[src/hdl/uer_pkg.sv]
// Shared types and constants for the ultrasonic echo ranger.
`timescale 1ns / 1ps

package uer_pkg;

  // Field widths
  localparam int unsigned CfgIdxW = 3;
  localparam int unsigned CfgDatW = 16;
  localparam int unsigned TickW   = 16;
  localparam int unsigned DistW   = 13;
  localparam int unsigned FailW   = 4;

  // Fixed sequencing constants
  localparam logic [TickW-1:0] TrigLowTicks = 16'd2;
  localparam logic [TickW-1:0] TickMax      = 16'hFFFF;
  localparam logic [DistW-1:0] Q4Max        = 13'd8191;
  localparam logic [FailW-1:0] FailSat      = 4'd15;

  // floor(x / 29) as (x * DivRecip) >> DivShift, exact for x below 2^19
  localparam int unsigned      DivInW   = 19;
  localparam int unsigned      DivShift = 24;
  localparam int unsigned      DivRecW  = 20;
  localparam logic [DivRecW-1:0] DivRecip = 20'd578525;

  // Configuration register indexes
  typedef enum logic [CfgIdxW-1:0] {
    REG_SETTLE_WAIT   = 3'd0,
    REG_TRIGGER_WIDTH = 3'd1,
    REG_RISE_TIMEOUT  = 3'd2,
    REG_ECHO_MAX      = 3'd3,
    REG_MIN_ECHO      = 3'd4,
    REG_MAX_ECHO      = 3'd5,
    REG_FAIL_LIMIT    = 3'd6
  } cfg_reg_e;

  // Measurement phases, one-hot
  typedef enum logic [5:0] {
    PH_IDLE      = 6'b000001,
    PH_SETTLE    = 6'b000010,
    PH_TRIG_LOW  = 6'b000100,
    PH_TRIG_HIGH = 6'b001000,
    PH_WAIT_RISE = 6'b010000,
    PH_MEASURE   = 6'b100000
  } phase_e;

  typedef struct packed {
    logic [TickW-1:0] settle_wait_us;
    logic [7:0]       trigger_width_us;
    logic [TickW-1:0] rise_timeout_us;
    logic [TickW-1:0] echo_max_us;
    logic [TickW-1:0] min_echo_us;
    logic [TickW-1:0] max_echo_us;
    logic [FailW-1:0] fail_limit;
  } cfg_t;

  // Result of one tick item
  typedef struct packed {
    logic             trig;
    logic             busy_res;
    logic             done_res;
    logic             ok;
    logic [DistW-1:0] reported_q4;
    logic [DistW-1:0] latest_q4;
    logic [FailW-1:0] fail_run;
  } res_t;

endpackage

[src/hdl/uer_in_if.sv]
// Tick item channel: measurement request and sampled echo level.
`timescale 1ns / 1ps

interface uer_in_if;
  logic valid;
  logic ready;
  logic cmd;
  logic echo;

  modport source (output valid, output cmd, output echo, input ready);
  modport sink (input valid, input cmd, input echo, output ready);
endinterface

[src/hdl/uer_out_if.sv]
// Result item channel: trigger level, status and distances.
`timescale 1ns / 1ps

interface uer_out_if;
  import uer_pkg::*;

  logic             valid;
  logic             ready;
  logic             trig;
  logic             busy_res;
  logic             done_res;
  logic             ok;
  logic [DistW-1:0] reported_q4;
  logic [DistW-1:0] latest_q4;
  logic [FailW-1:0] fail_run;

  modport source (output valid, output trig, output busy_res, output done_res, output ok,
                  output reported_q4, output latest_q4, output fail_run, input ready);
  modport sink (input valid, input trig, input busy_res, input done_res, input ok,
                input reported_q4, input latest_q4, input fail_run, output ready);
endinterface

[src/hdl/uer_cfg_if.sv]
// Configuration write channel: register index and write data.
`timescale 1ns / 1ps

interface uer_cfg_if;
  import uer_pkg::*;

  logic               valid;
  logic               ready;
  logic [CfgIdxW-1:0] index;
  logic [CfgDatW-1:0] data;

  modport source (output valid, output index, output data, input ready);
  modport sink (input valid, input index, input data, output ready);
endinterface

[src/hdl/ultrasonic_echo_ranger.sv]
// Top level of the ultrasonic echo ranger.
`timescale 1ns / 1ps

// Time-of-flight ranging sequencer for an ultrasonic echo sensor.
// in_i carries one item per microsecond tick: cmd (1 = also request a
// measurement) and the sampled echo level. out_o returns exactly one item
// per tick item: the trigger level for the next tick, busy, done, ok, the
// reported and latest distances in 1/16 cm, and the failure run.
// cfg_i writes the seven configuration registers by index; it is always
// ready and is meant to be used only while the block is idle.
// An item accepted into the input register is processed and captured in
// the result register, and out_o.valid rises when it is captured.
// Throughput: one item per cycle while results are taken; the sequencer
// takes one step per item and the distance is a single reciprocal
// multiply in that same step.
// Reset clears the input and output stages, puts the sequencer in idle with
// zero counters and distances, and restores the default register values.
// When the receiver stalls, the result register holds, the input register
// fills, and in_i.ready drops until the result is taken.
module ultrasonic_echo_ranger (
  input  logic     clk_i,
  input  logic     rst_ni,
  uer_in_if.sink   in_i,
  uer_out_if.source out_o,
  uer_cfg_if.sink  cfg_i
);
  import uer_pkg::*;

  cfg_t cfg;
  res_t res;
  res_t res_q;
  logic in_vld_q, out_vld_q, advance;
  logic cmd_q, echo_q;

  uer_cfg_regs u_cfg (
    .clk_i  (clk_i),
    .rst_ni (rst_ni),
    .cfg_i  (cfg_i),
    .cfg_o  (cfg)
  );

  // Handshake: step when an item waits and the result register is free
  assign advance    = in_vld_q && (!out_vld_q || out_o.ready);
  assign in_i.ready = !in_vld_q || advance;

  // Input register
  always_ff @(posedge clk_i or negedge rst_ni) begin
    if (!rst_ni) begin
      in_vld_q <= 1'b0;
    end else if (in_i.ready) begin
      in_vld_q <= in_i.valid;
    end
  end

  always_ff @(posedge clk_i) begin
    if (in_i.ready && in_i.valid) begin
      cmd_q  <= in_i.cmd;
      echo_q <= in_i.echo;
    end
  end

  uer_seq u_seq (
    .clk_i  (clk_i),
    .rst_ni (rst_ni),
    .step_i (advance),
    .cmd_i  (cmd_q),
    .echo_i (echo_q),
    .cfg_i  (cfg),
    .res_o  (res)
  );

  // Result register
  always_ff @(posedge clk_i or negedge rst_ni) begin
    if (!rst_ni) begin
      out_vld_q <= 1'b0;
    end else if (!out_vld_q || out_o.ready) begin
      out_vld_q <= in_vld_q;
    end
  end

  always_ff @(posedge clk_i) begin
    if (advance) begin
      res_q <= res;
    end
  end

  assign out_o.valid       = out_vld_q;
  assign out_o.trig        = res_q.trig;
  assign out_o.busy_res    = res_q.busy_res;
  assign out_o.done_res    = res_q.done_res;
  assign out_o.ok          = res_q.ok;
  assign out_o.reported_q4 = res_q.reported_q4;
  assign out_o.latest_q4   = res_q.latest_q4;
  assign out_o.fail_run    = res_q.fail_run;

  // A finished measurement always returns to idle
  a_done_not_busy: assert property (@(posedge clk_i) disable iff (!rst_ni)
    (out_vld_q && res_q.done_res) |-> !res_q.busy_res)
    else $error("done result still busy");

  // A valid result clears the failure run
  a_ok_clears_fail: assert property (@(posedge clk_i) disable iff (!rst_ni)
    (out_vld_q && res_q.ok) |-> (res_q.done_res && res_q.fail_run == '0))
    else $error("ok without done or with failure run");

  // Trigger is driven only inside a measurement
  a_trig_busy: assert property (@(posedge clk_i) disable iff (!rst_ni)
    (out_vld_q && res_q.trig) |-> res_q.busy_res)
    else $error("trigger outside measurement");

  // The report is either zeroed or the last valid distance
  a_report_latest: assert property (@(posedge clk_i) disable iff (!rst_ni)
    (out_vld_q && res_q.reported_q4 != '0) |-> (res_q.reported_q4 == res_q.latest_q4))
    else $error("reported distance differs from latest");

endmodule

[src/hdl/uer_cfg_regs.sv]
// Configuration register file with reset defaults.
`timescale 1ns / 1ps

module uer_cfg_regs (
  input  logic          clk_i,
  input  logic          rst_ni,
  uer_cfg_if.sink       cfg_i,
  output uer_pkg::cfg_t cfg_o
);
  import uer_pkg::*;

  cfg_t cfg_q;
  logic wr_en;

  assign cfg_i.ready = 1'b1;
  assign wr_en       = cfg_i.valid;
  assign cfg_o       = cfg_q;

  // Register writes; unknown indexes are dropped
  always_ff @(posedge clk_i or negedge rst_ni) begin
    if (!rst_ni) begin
      cfg_q.settle_wait_us   <= 16'd3000;
      cfg_q.trigger_width_us <= 8'd10;
      cfg_q.rise_timeout_us  <= 16'd6000;
      cfg_q.echo_max_us      <= 16'd25000;
      cfg_q.min_echo_us      <= 16'd116;
      cfg_q.max_echo_us      <= 16'd23200;
      cfg_q.fail_limit       <= 4'd4;
    end else if (wr_en) begin
      case (cfg_i.index)
        REG_SETTLE_WAIT:   cfg_q.settle_wait_us   <= cfg_i.data;
        REG_TRIGGER_WIDTH: cfg_q.trigger_width_us <= cfg_i.data[7:0];
        REG_RISE_TIMEOUT:  cfg_q.rise_timeout_us  <= cfg_i.data;
        REG_ECHO_MAX:      cfg_q.echo_max_us      <= cfg_i.data;
        REG_MIN_ECHO:      cfg_q.min_echo_us      <= cfg_i.data;
        REG_MAX_ECHO:      cfg_q.max_echo_us      <= cfg_i.data;
        REG_FAIL_LIMIT:    cfg_q.fail_limit       <= cfg_i.data[FailW-1:0];
        default: ;
      endcase
    end
  end

endmodule

[src/hdl/uer_dist_calc.sv]
// Echo length to distance in 1/16 cm: floor(len * 16 / 58), saturated.
`timescale 1ns / 1ps

module uer_dist_calc (
  input  logic [uer_pkg::TickW-1:0] len_i,
  output logic [uer_pkg::DistW-1:0] dist_o
);
  import uer_pkg::*;

  localparam int unsigned ProdW = DivInW + DivRecW;
  localparam int unsigned QuotW = ProdW - DivShift;

  logic [ProdW-1:0] prod;
  logic [QuotW-1:0] quot;

  // len * 8 / 29 through a reciprocal multiply
  assign prod   = ProdW'({len_i, 3'b000}) * ProdW'(DivRecip);
  assign quot   = prod[ProdW-1:DivShift];
  assign dist_o = (quot > QuotW'(Q4Max)) ? Q4Max : quot[DistW-1:0];

endmodule

[src/hdl/uer_seq.sv]
// Measurement sequencer: phase, tick counter, failure run and distances.
`timescale 1ns / 1ps

module uer_seq (
  input  logic          clk_i,
  input  logic          rst_ni,
  input  logic          step_i,
  input  logic          cmd_i,
  input  logic          echo_i,
  input  uer_pkg::cfg_t cfg_i,
  output uer_pkg::res_t res_o
);
  import uer_pkg::*;

  phase_e           phase_q, phase_d, ph_cur;
  logic [TickW-1:0] tick_q, tick_d, tc_cur, tc_inc, emax;
  logic [FailW-1:0] fail_q, fail_d, fail_inc;
  logic [DistW-1:0] held_q, held_d, last_q, last_d, dist_q4;
  logic             start, fail, done, ok, in_window;

  // A request from idle opens the settle step on this same tick
  assign start     = (phase_q == PH_IDLE) && cmd_i;
  assign ph_cur    = start ? PH_SETTLE : phase_q;
  assign tc_cur    = start ? '0 : tick_q;
  assign tc_inc    = (tc_cur == TickMax) ? TickMax : tc_cur + 16'd1;
  assign fail_inc  = (fail_q == FailSat) ? FailSat : fail_q + 4'd1;
  assign emax      = (cfg_i.echo_max_us == '0) ? 16'd1 : cfg_i.echo_max_us;
  assign in_window = (tc_cur >= cfg_i.min_echo_us) && (tc_cur <= cfg_i.max_echo_us);

  uer_dist_calc u_dist (
    .len_i  (tc_cur),
    .dist_o (dist_q4)
  );

  // Next state for one tick
  always_comb begin
    phase_d = ph_cur;
    tick_d  = tc_cur;
    fail_d  = fail_q;
    held_d  = held_q;
    last_d  = last_q;
    fail    = 1'b0;
    done    = 1'b0;
    ok      = 1'b0;
    case (ph_cur)
      PH_IDLE: ;
      PH_SETTLE: begin
        if (!echo_i) begin
          phase_d = PH_TRIG_LOW;
          tick_d  = '0;
        end else begin
          tick_d = tc_inc;
          if (tc_inc >= cfg_i.settle_wait_us) begin
            fail    = 1'b1;
            done    = 1'b1;
            phase_d = PH_IDLE;
          end
        end
      end
      PH_TRIG_LOW: begin
        tick_d = tc_inc;
        if (tc_inc >= TrigLowTicks) begin
          phase_d = PH_TRIG_HIGH;
          tick_d  = '0;
        end
      end
      PH_TRIG_HIGH: begin
        tick_d = tc_inc;
        if (tc_inc >= {8'b0, cfg_i.trigger_width_us}) begin
          phase_d = PH_WAIT_RISE;
          tick_d  = '0;
        end
      end
      PH_WAIT_RISE: begin
        if (echo_i) begin
          phase_d = PH_MEASURE;
          tick_d  = 16'd1;
        end else begin
          tick_d = tc_inc;
          if (tc_inc >= cfg_i.rise_timeout_us) begin
            fail    = 1'b1;
            done    = 1'b1;
            phase_d = PH_IDLE;
          end
        end
      end
      PH_MEASURE: begin
        if (echo_i) begin
          if (tc_cur >= emax) begin
            fail    = 1'b1;
            done    = 1'b1;
            phase_d = PH_IDLE;
          end else begin
            tick_d = tc_inc;
          end
        end else begin
          done    = 1'b1;
          phase_d = PH_IDLE;
          if (in_window) begin
            ok     = 1'b1;
            fail_d = '0;
            held_d = dist_q4;
            last_d = dist_q4;
          end else begin
            fail = 1'b1;
          end
        end
      end
      default: phase_d = PH_IDLE;
    endcase
    // Failure run: saturating count, zero the report past the limit
    if (fail) begin
      fail_d = fail_inc;
      if (fail_inc > cfg_i.fail_limit) begin
        held_d = '0;
      end
    end
  end

  // Result of this tick
  assign res_o.trig        = (phase_d == PH_TRIG_HIGH);
  assign res_o.busy_res    = (phase_d != PH_IDLE);
  assign res_o.done_res    = done;
  assign res_o.ok          = ok;
  assign res_o.reported_q4 = held_d;
  assign res_o.latest_q4   = last_d;
  assign res_o.fail_run    = fail_d;

  // State advances once per processed item
  always_ff @(posedge clk_i or negedge rst_ni) begin
    if (!rst_ni) begin
      phase_q <= PH_IDLE;
      tick_q  <= '0;
      fail_q  <= '0;
      held_q  <= '0;
      last_q  <= '0;
    end else if (step_i) begin
      phase_q <= phase_d;
      tick_q  <= tick_d;
      fail_q  <= fail_d;
      held_q  <= held_d;
      last_q  <= last_d;
    end
  end

endmodule

[src/flat_wrapper.sv]
// flat-port wrapper written by rule: the top's interface ports become plain ports
module ultrasonic_echo_ranger_flat import uer_pkg::*;
  (clk_i, rst_ni, in_i_valid, in_i_cmd, in_i_echo, in_i_ready, out_o_valid, out_o_trig, out_o_busy_res, out_o_done_res, out_o_ok, out_o_reported_q4, out_o_latest_q4, out_o_fail_run, out_o_ready, cfg_i_valid, cfg_i_index, cfg_i_data, cfg_i_ready);
  uer_in_if in_i_i ();
  uer_out_if out_o_i ();
  uer_cfg_if cfg_i_i ();
  input  logic clk_i;
  input  logic rst_ni;
  input wire logic [$bits(in_i_i.valid)-1:0] in_i_valid;
  input wire logic [$bits(in_i_i.cmd)-1:0] in_i_cmd;
  input wire logic [$bits(in_i_i.echo)-1:0] in_i_echo;
  output wire logic [$bits(in_i_i.ready)-1:0] in_i_ready;
  output wire logic [$bits(out_o_i.valid)-1:0] out_o_valid;
  output wire logic [$bits(out_o_i.trig)-1:0] out_o_trig;
  output wire logic [$bits(out_o_i.busy_res)-1:0] out_o_busy_res;
  output wire logic [$bits(out_o_i.done_res)-1:0] out_o_done_res;
  output wire logic [$bits(out_o_i.ok)-1:0] out_o_ok;
  output wire logic [$bits(out_o_i.reported_q4)-1:0] out_o_reported_q4;
  output wire logic [$bits(out_o_i.latest_q4)-1:0] out_o_latest_q4;
  output wire logic [$bits(out_o_i.fail_run)-1:0] out_o_fail_run;
  input wire logic [$bits(out_o_i.ready)-1:0] out_o_ready;
  input wire logic [$bits(cfg_i_i.valid)-1:0] cfg_i_valid;
  input wire logic [$bits(cfg_i_i.index)-1:0] cfg_i_index;
  input wire logic [$bits(cfg_i_i.data)-1:0] cfg_i_data;
  output wire logic [$bits(cfg_i_i.ready)-1:0] cfg_i_ready;
  assign in_i_i.valid = in_i_valid;
  assign in_i_i.cmd = in_i_cmd;
  assign in_i_i.echo = in_i_echo;
  assign in_i_ready = in_i_i.ready;
  assign out_o_valid = out_o_i.valid;
  assign out_o_trig = out_o_i.trig;
  assign out_o_busy_res = out_o_i.busy_res;
  assign out_o_done_res = out_o_i.done_res;
  assign out_o_ok = out_o_i.ok;
  assign out_o_reported_q4 = out_o_i.reported_q4;
  assign out_o_latest_q4 = out_o_i.latest_q4;
  assign out_o_fail_run = out_o_i.fail_run;
  assign out_o_i.ready = out_o_ready;
  assign cfg_i_i.valid = cfg_i_valid;
  assign cfg_i_i.index = cfg_i_index;
  assign cfg_i_i.data = cfg_i_data;
  assign cfg_i_ready = cfg_i_i.ready;
  ultrasonic_echo_ranger u_core (.clk_i(clk_i), .rst_ni(rst_ni), .in_i(in_i_i), .out_o(out_o_i), .cfg_i(cfg_i_i));
endmodule
[config.mk]
export PLATFORM = sky130hd
export DESIGN_NAME = ultrasonic_echo_ranger_flat
export DESIGN_NICKNAME = d
export VERILOG_FILES = /design/src/hdl/uer_pkg.sv /design/src/hdl/uer_in_if.sv /design/src/hdl/uer_out_if.sv /design/src/hdl/uer_cfg_if.sv /design/src/hdl/ultrasonic_echo_ranger.sv /design/src/hdl/uer_cfg_regs.sv /design/src/hdl/uer_dist_calc.sv /design/src/hdl/uer_seq.sv /design/src/flat_wrapper.sv
export SDC_FILE = /design/constraint.sdc
export NUM_CORES = 1
export LEC_CHECK = 0
export BUFFER_PORTS_ARGS = -buffer_cell sky130_fd_sc_hd__buf_4
export CORE_MARGIN = 2
export CORE_UTILIZATION = 25
export CTS_BUF_LIST = sky130_fd_sc_hd__clkbuf_4
export DETAILED_ROUTE_END_ITERATION = 8
export MAX_ROUTING_LAYER = met4
export PLACE_DENSITY = 0.36
export SLEW_MARGIN = 10
export SYNTH_ARGS = -nofsm -noshare
export SYNTH_HDL_FRONTEND = slang
export SYNTH_SLANG_ARGS = --single-unit
[constraint.sdc]
create_clock -name clk_i -period 10.2 [get_ports clk_i]
set_input_delay 1.02 -clock clk_i [delete_from_list [all_inputs] [get_ports clk_i]]
set_output_delay 1.02 -clock clk_i [all_outputs]
set_load 0.05 [all_outputs]
## Word-level counts from Yosys, hierarchy flattened

Index checks and enable logic that the tools add are counted.

- Equality and inequality tests: 17
- Multipliers: 1
- Bitwise logic cells: 1
- Reduce and logical (&&, ||, !) cells: 18
- Magnitude comparators: 9
- Mux-type cells: 45
- $add $sub $neg: 2

Operators with widths:

| operator | count |
|---|---|
| $mux W16 | 9 |
| $mux W13 | 9 |
| $pmux W16 S5 | 1 |
| $ge A16 B16 Y1 | 4 |
| $mux W6 | 9 |
| $mul A16 B20 Y36 const B | 1 |
| $pmux W6 S6 | 1 |
| $mux W4 | 5 |
| $add A16 B1 Y16 const B | 1 |
| $eq A16 B16 Y1 const B | 1 |
| $ge A16 B2 Y1 const B | 1 |
| $ge A16 B8 Y1 | 1 |
| $le A16 B16 Y1 | 1 |
| $logic_not A16 Y1 | 1 |
| $gt A15 B13 Y1 const B | 1 |
| $reduce_and A2 Y1 | 7 |
| $eq A6 B1 Y1 const B | 2 |
| $eq A6 B4 Y1 const B | 2 |
| $eq A3 B3 Y1 const B | 3 |
| $mux W1 | 9 |
| $eq A3 B2 Y1 const B | 2 |
| $eq A6 B2 Y1 const B | 1 |
| $eq A6 B3 Y1 const B | 1 |
| $eq A6 B5 Y1 const B | 1 |
| other kinds (13) | 19 |

- Logic and storage cells: 116
- Bits of input ports: 26
- Register bits after elaboration: 182

## Logic depth before layout (Yosys ltp)

- Depth after elaboration: 11
- Depth in mapped cells: 33
- Gate-level depth less buffers: 28

## Cells and area by module

From an unflattened synthesis, not the netlist that was laid out.

- Cell total of the unflattened synthesis: 1620
- Area total of the unflattened synthesis: 16721.0 µm²

By module, submodules not included:

| module | cells each | times used | area an instance (µm²) |
|---|---|---|---|
| uer_seq | 747 | 1 | 6108.4 |
| uer_dist_calc | 627 | 1 | 5846.9 |
| uer_cfg_regs | 202 | 1 | 3580.9 |
| ultrasonic_echo_ranger | 44 | 1 | 1184.9 |

## Worst setup path after synthesis

No wires, ideal clock.

- Kind: register to register
- Start: register u_core.u_seq.phase_q[1]
- End: register u_core.res_q (netlist bit u_core.out_o.latest_q4[11]), data pin
- Data required time: 9.932 ns
- Library setup time: 0.268 ns
- Path buffers: 5
- Period minus slack after synthesis: 7.399 ns
- Cell stages (with the launch flop): 28
- Setup slack: 2.801 ns
- Data arrival time: 7.131 ns
- Cells stage by stage: dfrtp_1 buf_4 and3b_1 buf_6 nand2_2 clkbuf_1 clkbuf_1 and2_1 inv_1 fa_1 fa_1 inv_1 fa_1 fa_1 fa_1 inv_1 fa_1 inv_1 ha_1 nand4_1 nor3_1 nand3_1 o21a_2 o221a_4 mux2i_1 a211oi_4 buf_2 a21oi_1

RTL lines:

| what | RTL line | source |
|---|---|---|
| start, declared | uer_seq.sv:15 | `phase_e phase_q, phase_d, ph_cur;` |
| start signal, assigned | uer_seq.sv:138 | `phase_q <= phase_d;` |
| end signal, assigned | ultrasonic_echo_ranger.sv:83 | `res_q <= res;` |
| end, declared | ultrasonic_echo_ranger.sv:31 | `res_t res_q;` |

## Worst setup path after layout

- Start: register u_core.u_seq.phase_q[1]
- End: register u_core.u_seq.held_q[8]

- Cells in the longest elaborated chain, start to end: 11

RTL lines:

| what | RTL line | source |
|---|---|---|
| $eq A6 B1 Y1 | uer_seq.sv:22 | `assign start = (phase_q == PH_IDLE) && cmd_i;` |
| $logic_and A1 B1 Y1 | uer_seq.sv:22 |  |
| $mux W16 | uer_seq.sv:24 | `assign tc_cur = start ? '0 : tick_q;` |
| $mul A16 B20 Y36 | uer_dist_calc.sv:17 | `assign prod = ProdW'({len_i, 3'b000}) * ProdW'(DivRecip);` |
| $gt A15 B13 Y1 | uer_dist_calc.sv:19 | `assign dist_o = (quot > QuotW'(Q4Max)) ? Q4Max : quot[DistW-1:0];` |
| $mux W13 | uer_dist_calc.sv:19 |  |
| $mux W13 | uer_seq.sv:99 | `if (in_window) begin` |
| $mux W13 | uer_seq.sv:88 | `if (echo_i) begin` |
| $mux W13 | uer_seq.sv:45 | `case (ph_cur)` |
| $mux W13 | uer_seq.sv:114 | `if (fail_inc > cfg_i.fail_limit) begin` |
| $mux W13 * | uer_seq.sv:112 | `if (fail) begin` |
| end signal, assigned | uer_seq.sv:141 | `held_q <= held_d;` |
| end, declared | uer_seq.sv:18 | `logic [DistW-1:0] held_q, held_d, last_q, last_d, dist_q4;` |

Every way passes the cells marked *; elsewhere a longest branch is shown, timed or not.
A chain may end at the register's enable or synchronous reset.

==> impl_metrics.csv <==
group,metric,value,unit
power_and_ir_drop,sw_frac_of_total,0.383,
setup_path,cp-endpoint,"u_core.u_seq.held_q[8]",
sta,min_period,8.59,ns
sta,drv_slew,0,
power_and_ir_drop,combinationalPowerShare,0.331,
drt,routedWlPerCell,18.9,µm
clocking,post_cts_buffers,0,
sta,clock.fmax,116,MHz
setup_path,critPathArrivalTime,9.17,ns
yosys,syn_avg_cell_area,9.63,µm²
drt,drt-total-wl,48600,µm
place,gp_congestion,0.845,
sta,finClkSkew,0.0398,ns
floorplanning,die_h,257,µm
setup_path,crit_family,"adder cells",
power_and_ir_drop,seq_power_share,0.441,
power_and_ir_drop,irDropWorstVdd,79.5,µV
layout,fin_area,17700,µm²
floorplanning,die_area,65900,µm²
setup_path,path_max_fanout,28,
yosys,ys_ff_latch,182,
clocking,cts_buffer_depth,2,
power_and_ir_drop,p_leak,8.89,nW
setup_path,cp.depth,27,
drt,vias,11600,
sta,fin_tns_setup,0,ns
setup_path,reg2reg_depth,27,
setup_path,path_buf_inv,5,
sta,rsz0062_at_grt,"false",
clocking,root_buffer,"clkbuf_4",
sta,post-route-period-util,0.842,
clocking,cts.htree.levels,4,
power_and_ir_drop,clkPwrFrac,0.228,
setup_path,r2r_start,"u_core.u_seq.phase_q[1]",
floorplanning,core_area,63100,µm²
clocking,clkLatencyLatePin,0.75,ns
power_and_ir_drop,internal-power,1.29,mW
global_route,grt_overflow_total,0,
sta,hold_viol,0,
place,port_buffers,61,
yosys,synth_enable_flop_cells,36,
setup_path,end_kind,"register",
setup_path,startpoint_type,"register",
yosys,synthFlopType,"dfrtp_1",
setup_path,cp_data_required_time,10.78,ns
clocking,clock-sinks,182,
place,dpl.hpwl,38700,µm
layout,drive_above_1_share,0.123,
global_route,grt_max_degree,92,
floorplanning,rows,92,
outcome,status,"finished, final reports clean",
layout,area_growth,10.8,%
yosys,netlist_area,16000,µm²
floorplanning,die_w,257,µm
global_route,antenna_found_initial,1,
drt,drc_errors,0,
clocking,cts_buffers,17,
drt,first_pass_iters,8,
layout,fin_nets,2062,
yosys,yosysSeqAreaShare,0.299,
setup_path,crit_path_max_incr_delay,0.55,ns
run,max_cap_violations,0,
drt,final_antenna_net_count,0,
yosys,synth_cell_types,88,
floorplanning,initial_utilization,0.253,
power_and_ir_drop,p_switching,0.803,mW
yosys,ys_warn_count,0,
global_route,grt_usage,0.157,
yosys,syn_inst,1658,
sta,worst_slew_pin_slew,1.16,ns
yosys,async_flop_share,0.802,
drt,viasPerCell,4.51,
clocking,cts_tree,"yes",
clocking,hold_buffers,0,
worst_hold_path,hold_path.class,"in2async",
yosys,synth_top_area_cell,"ha_1",
sta,setup_viol,0,
global_route,grt_pass1_vias,12300,
power_and_ir_drop,power_density,119,nW/µm²
clocking,ctsResizeCount,0,
setup_path,cpMaxStageDelayCell,"fa_1",
setup_path,setup.worst_path.start,"u_core.u_seq.phase_q[1]",
setup_path,criticalPathCategory,"reg2reg",
yosys,syn_nets,2016,
global_route,grt_pass1_wl,75500,µm
drt,drt_iter0_markers,538,
clocking,clkTransAtPathRegs,0.18,ns
floorplanning,io-pin-count,63,
yosys,yosys-top-cells-area,"ha_1, dfrtp_1, fa_1",
setup_path,rrSetupSlack,1.61,ns
setup_path,reg2reg_to,"u_core.u_seq.held_q[8]",
sta,relSlewSlack,0.228,
yosys,synth.top_cell.area_share,0.177,
place,dpl-instance-area,17400,µm²
==> worst register-to-register path, stage by stage (launching register included) <==
cell	delay (ns)
dfrtp_1	0.54
and3b_1	0.30
nand2_2	0.36
and2_1	0.51
inv_1	0.13
ha_1	0.38
inv_1	0.10
ha_1	0.19
nor2_1	0.29
xnor2_1	0.17
ha_1	0.22
o21bai_1	0.18
fa_1	0.51
fa_1	0.53
fa_1	0.55
inv_1	0.05
fa_1	0.52
inv_1	0.04
ha_1	0.31
a21o_1	0.20
a221o_1	0.34
a221oi_1	0.48
o221a_4	0.29
mux2i_1	0.11
a211oi_4	0.24
buf_4	0.34
and2_4	0.40
a211oi_1	0.13
==> power by group through the flow <==
stage	clock network, mW	logic [mW]	registers (mW)
2_1_floorplan	0	0.461	0.956
3_3_place_gp	0	0.700	0.940
3_5_place_dp	0	0.702	0.941
4_1_cts	0.502	0.708	0.926
5_1_grt	0.528	0.801	0.941
6_report	0.479	0.694	0.926
==> logic make-up (layout without fill, tap and decap cells) <==
family / count (synthesis) / count (layout) / share of synthesized area
simple gates: 354 / 354 / 0.110
other cells: 1 / 3 / 0.000235
compound gates: 363 / 363 / 0.145
fa+ha+maj: 334 / 334 / 0.311
buf+inv: 344 / 403 / 0.0839
flops: 182 / 182 / 0.299
mux: 44 / 44 / 0.0309
xor+xnor: 36 / 36 / 0.0197
==> cell type report <==
class	instances	area, µm²
inverters	297	1120
clock inverters	14	170
clock buffers	18	135
multi-input cells	1132	9870
well taps	846	1060
diodes	2	5.00
fillers	6886	45400
repair buffers	74	559
flip-flops and latches	182	4780
==> how the worst min path moves through the flow <==
| stage | startpoint | to | slack, ns | depth (start not counted) |
|---|---|---|---|---|
| floorplan | u_core.in_vld_q | u_core.out_o.valid | 0.46 | 1 |
| global placement | u_core.in_vld_q | u_core.out_o.valid | 0.47 | 1 |
| global route | rst_ni | u_core.u_cfg.cfg_o[52] | 0.34 | 1 |
| CTS | rst_ni | u_core.u_cfg.cfg_o[68] | 0.31 | 1 |
| detailed placement | u_core.in_vld_q | u_core.out_o.valid | 0.48 | 1 |
| finish | rst_ni | u_core.u_cfg.cfg_o[68] | 0.35 | 1 |
==> state kept, by name, indices dropped and copies added (netlist names), 4 cells and up <==
name                      count
u_core.u_seq.fail_q           4
u_core.out_o.latest_q4       13
u_core.u_seq.last_q          13
u_core.out_o.fail_run         4
u_core.u_cfg.cfg_o           92
u_core.u_seq.phase_q          6
u_core.u_seq.tick_q          16
u_core.u_seq.held_q          13
u_core.out_o.reported_q4     13
==> cell usage in the layout, fill, tap and decap left out, types with 4 or more instances in the layout <==
cell type  count
nor4_1         8
o21ai_0      115
and3_1        10
and2_1        16
nand4_1       14
buf_4         73
inv_1        295
o211ai_1       9
ha_1         226
nand2b_1      12
and4_1         7
nand3b_1       5
nor2b_1        6
nand3_1       27
nor3_1        21
a2bb2oi_1     10
nor2_1        69
clkinv_1       4
a211oi_1      22
edfxtp_1      36
dfrtp_1      112
a21boi_0       4
a31oi_1        8
a22o_1        11
nor3b_1        5
xor2_1        12
or2_2          6
o2bb2ai_1      4
a41oi_1        6
o21a_1         7
mux2_2        42
nand2_1      127
fa_1         106
a21oi_1       97
a21o_1        18
xnor2_1       24
dfstp_2       34
clkbuf_4      18
a221oi_1       4
o31ai_1       11
==> cells in the mapped netlist (all sizes together) (24+ instances only) <==
master  instances
a211oi         24
inv           296
nand2         128
o21ai         117
nor3           24
mux2           42
a21oi          98
nor2           72
dfstp          34
edfxtp         36
dfrtp         112
clkbuf         35
fa            106
nand3          27
ha            226
xnor2          24
==> through the flow <==
stage / utilization / power, mW / hold WS (ns) / setup WS (ns) / cells
final: 0.281 / 2.10 / 0.351 / 1.61 / 2565
after floorplan: - / 1.42 / 0.457 / 2.80 / 1658
after global routing: 0.280 / 2.27 / 0.340 / 1.09 / 2564
after global placement: 0.276 / 1.64 / 0.473 / 1.93 / 2531
after detailed placement: 0.276 / 1.64 / 0.479 / 1.67 / 2531
after CTS: 0.280 / 2.14 / 0.315 / 1.61 / 2563
==> per-layer routing <==
metal / up-vias / part of all wire / track usage
li1: 5759 / - / -
met1: 5616 / 0.48 / 0.200
met2: 143 / 0.48 / 0.257
met3: 49 / 0.023 / 0.0243
met4: 0 / 0.023 / 0.0452
met5: - / 0 / -
Note: power is estimated with default switching activity, not from simulation.
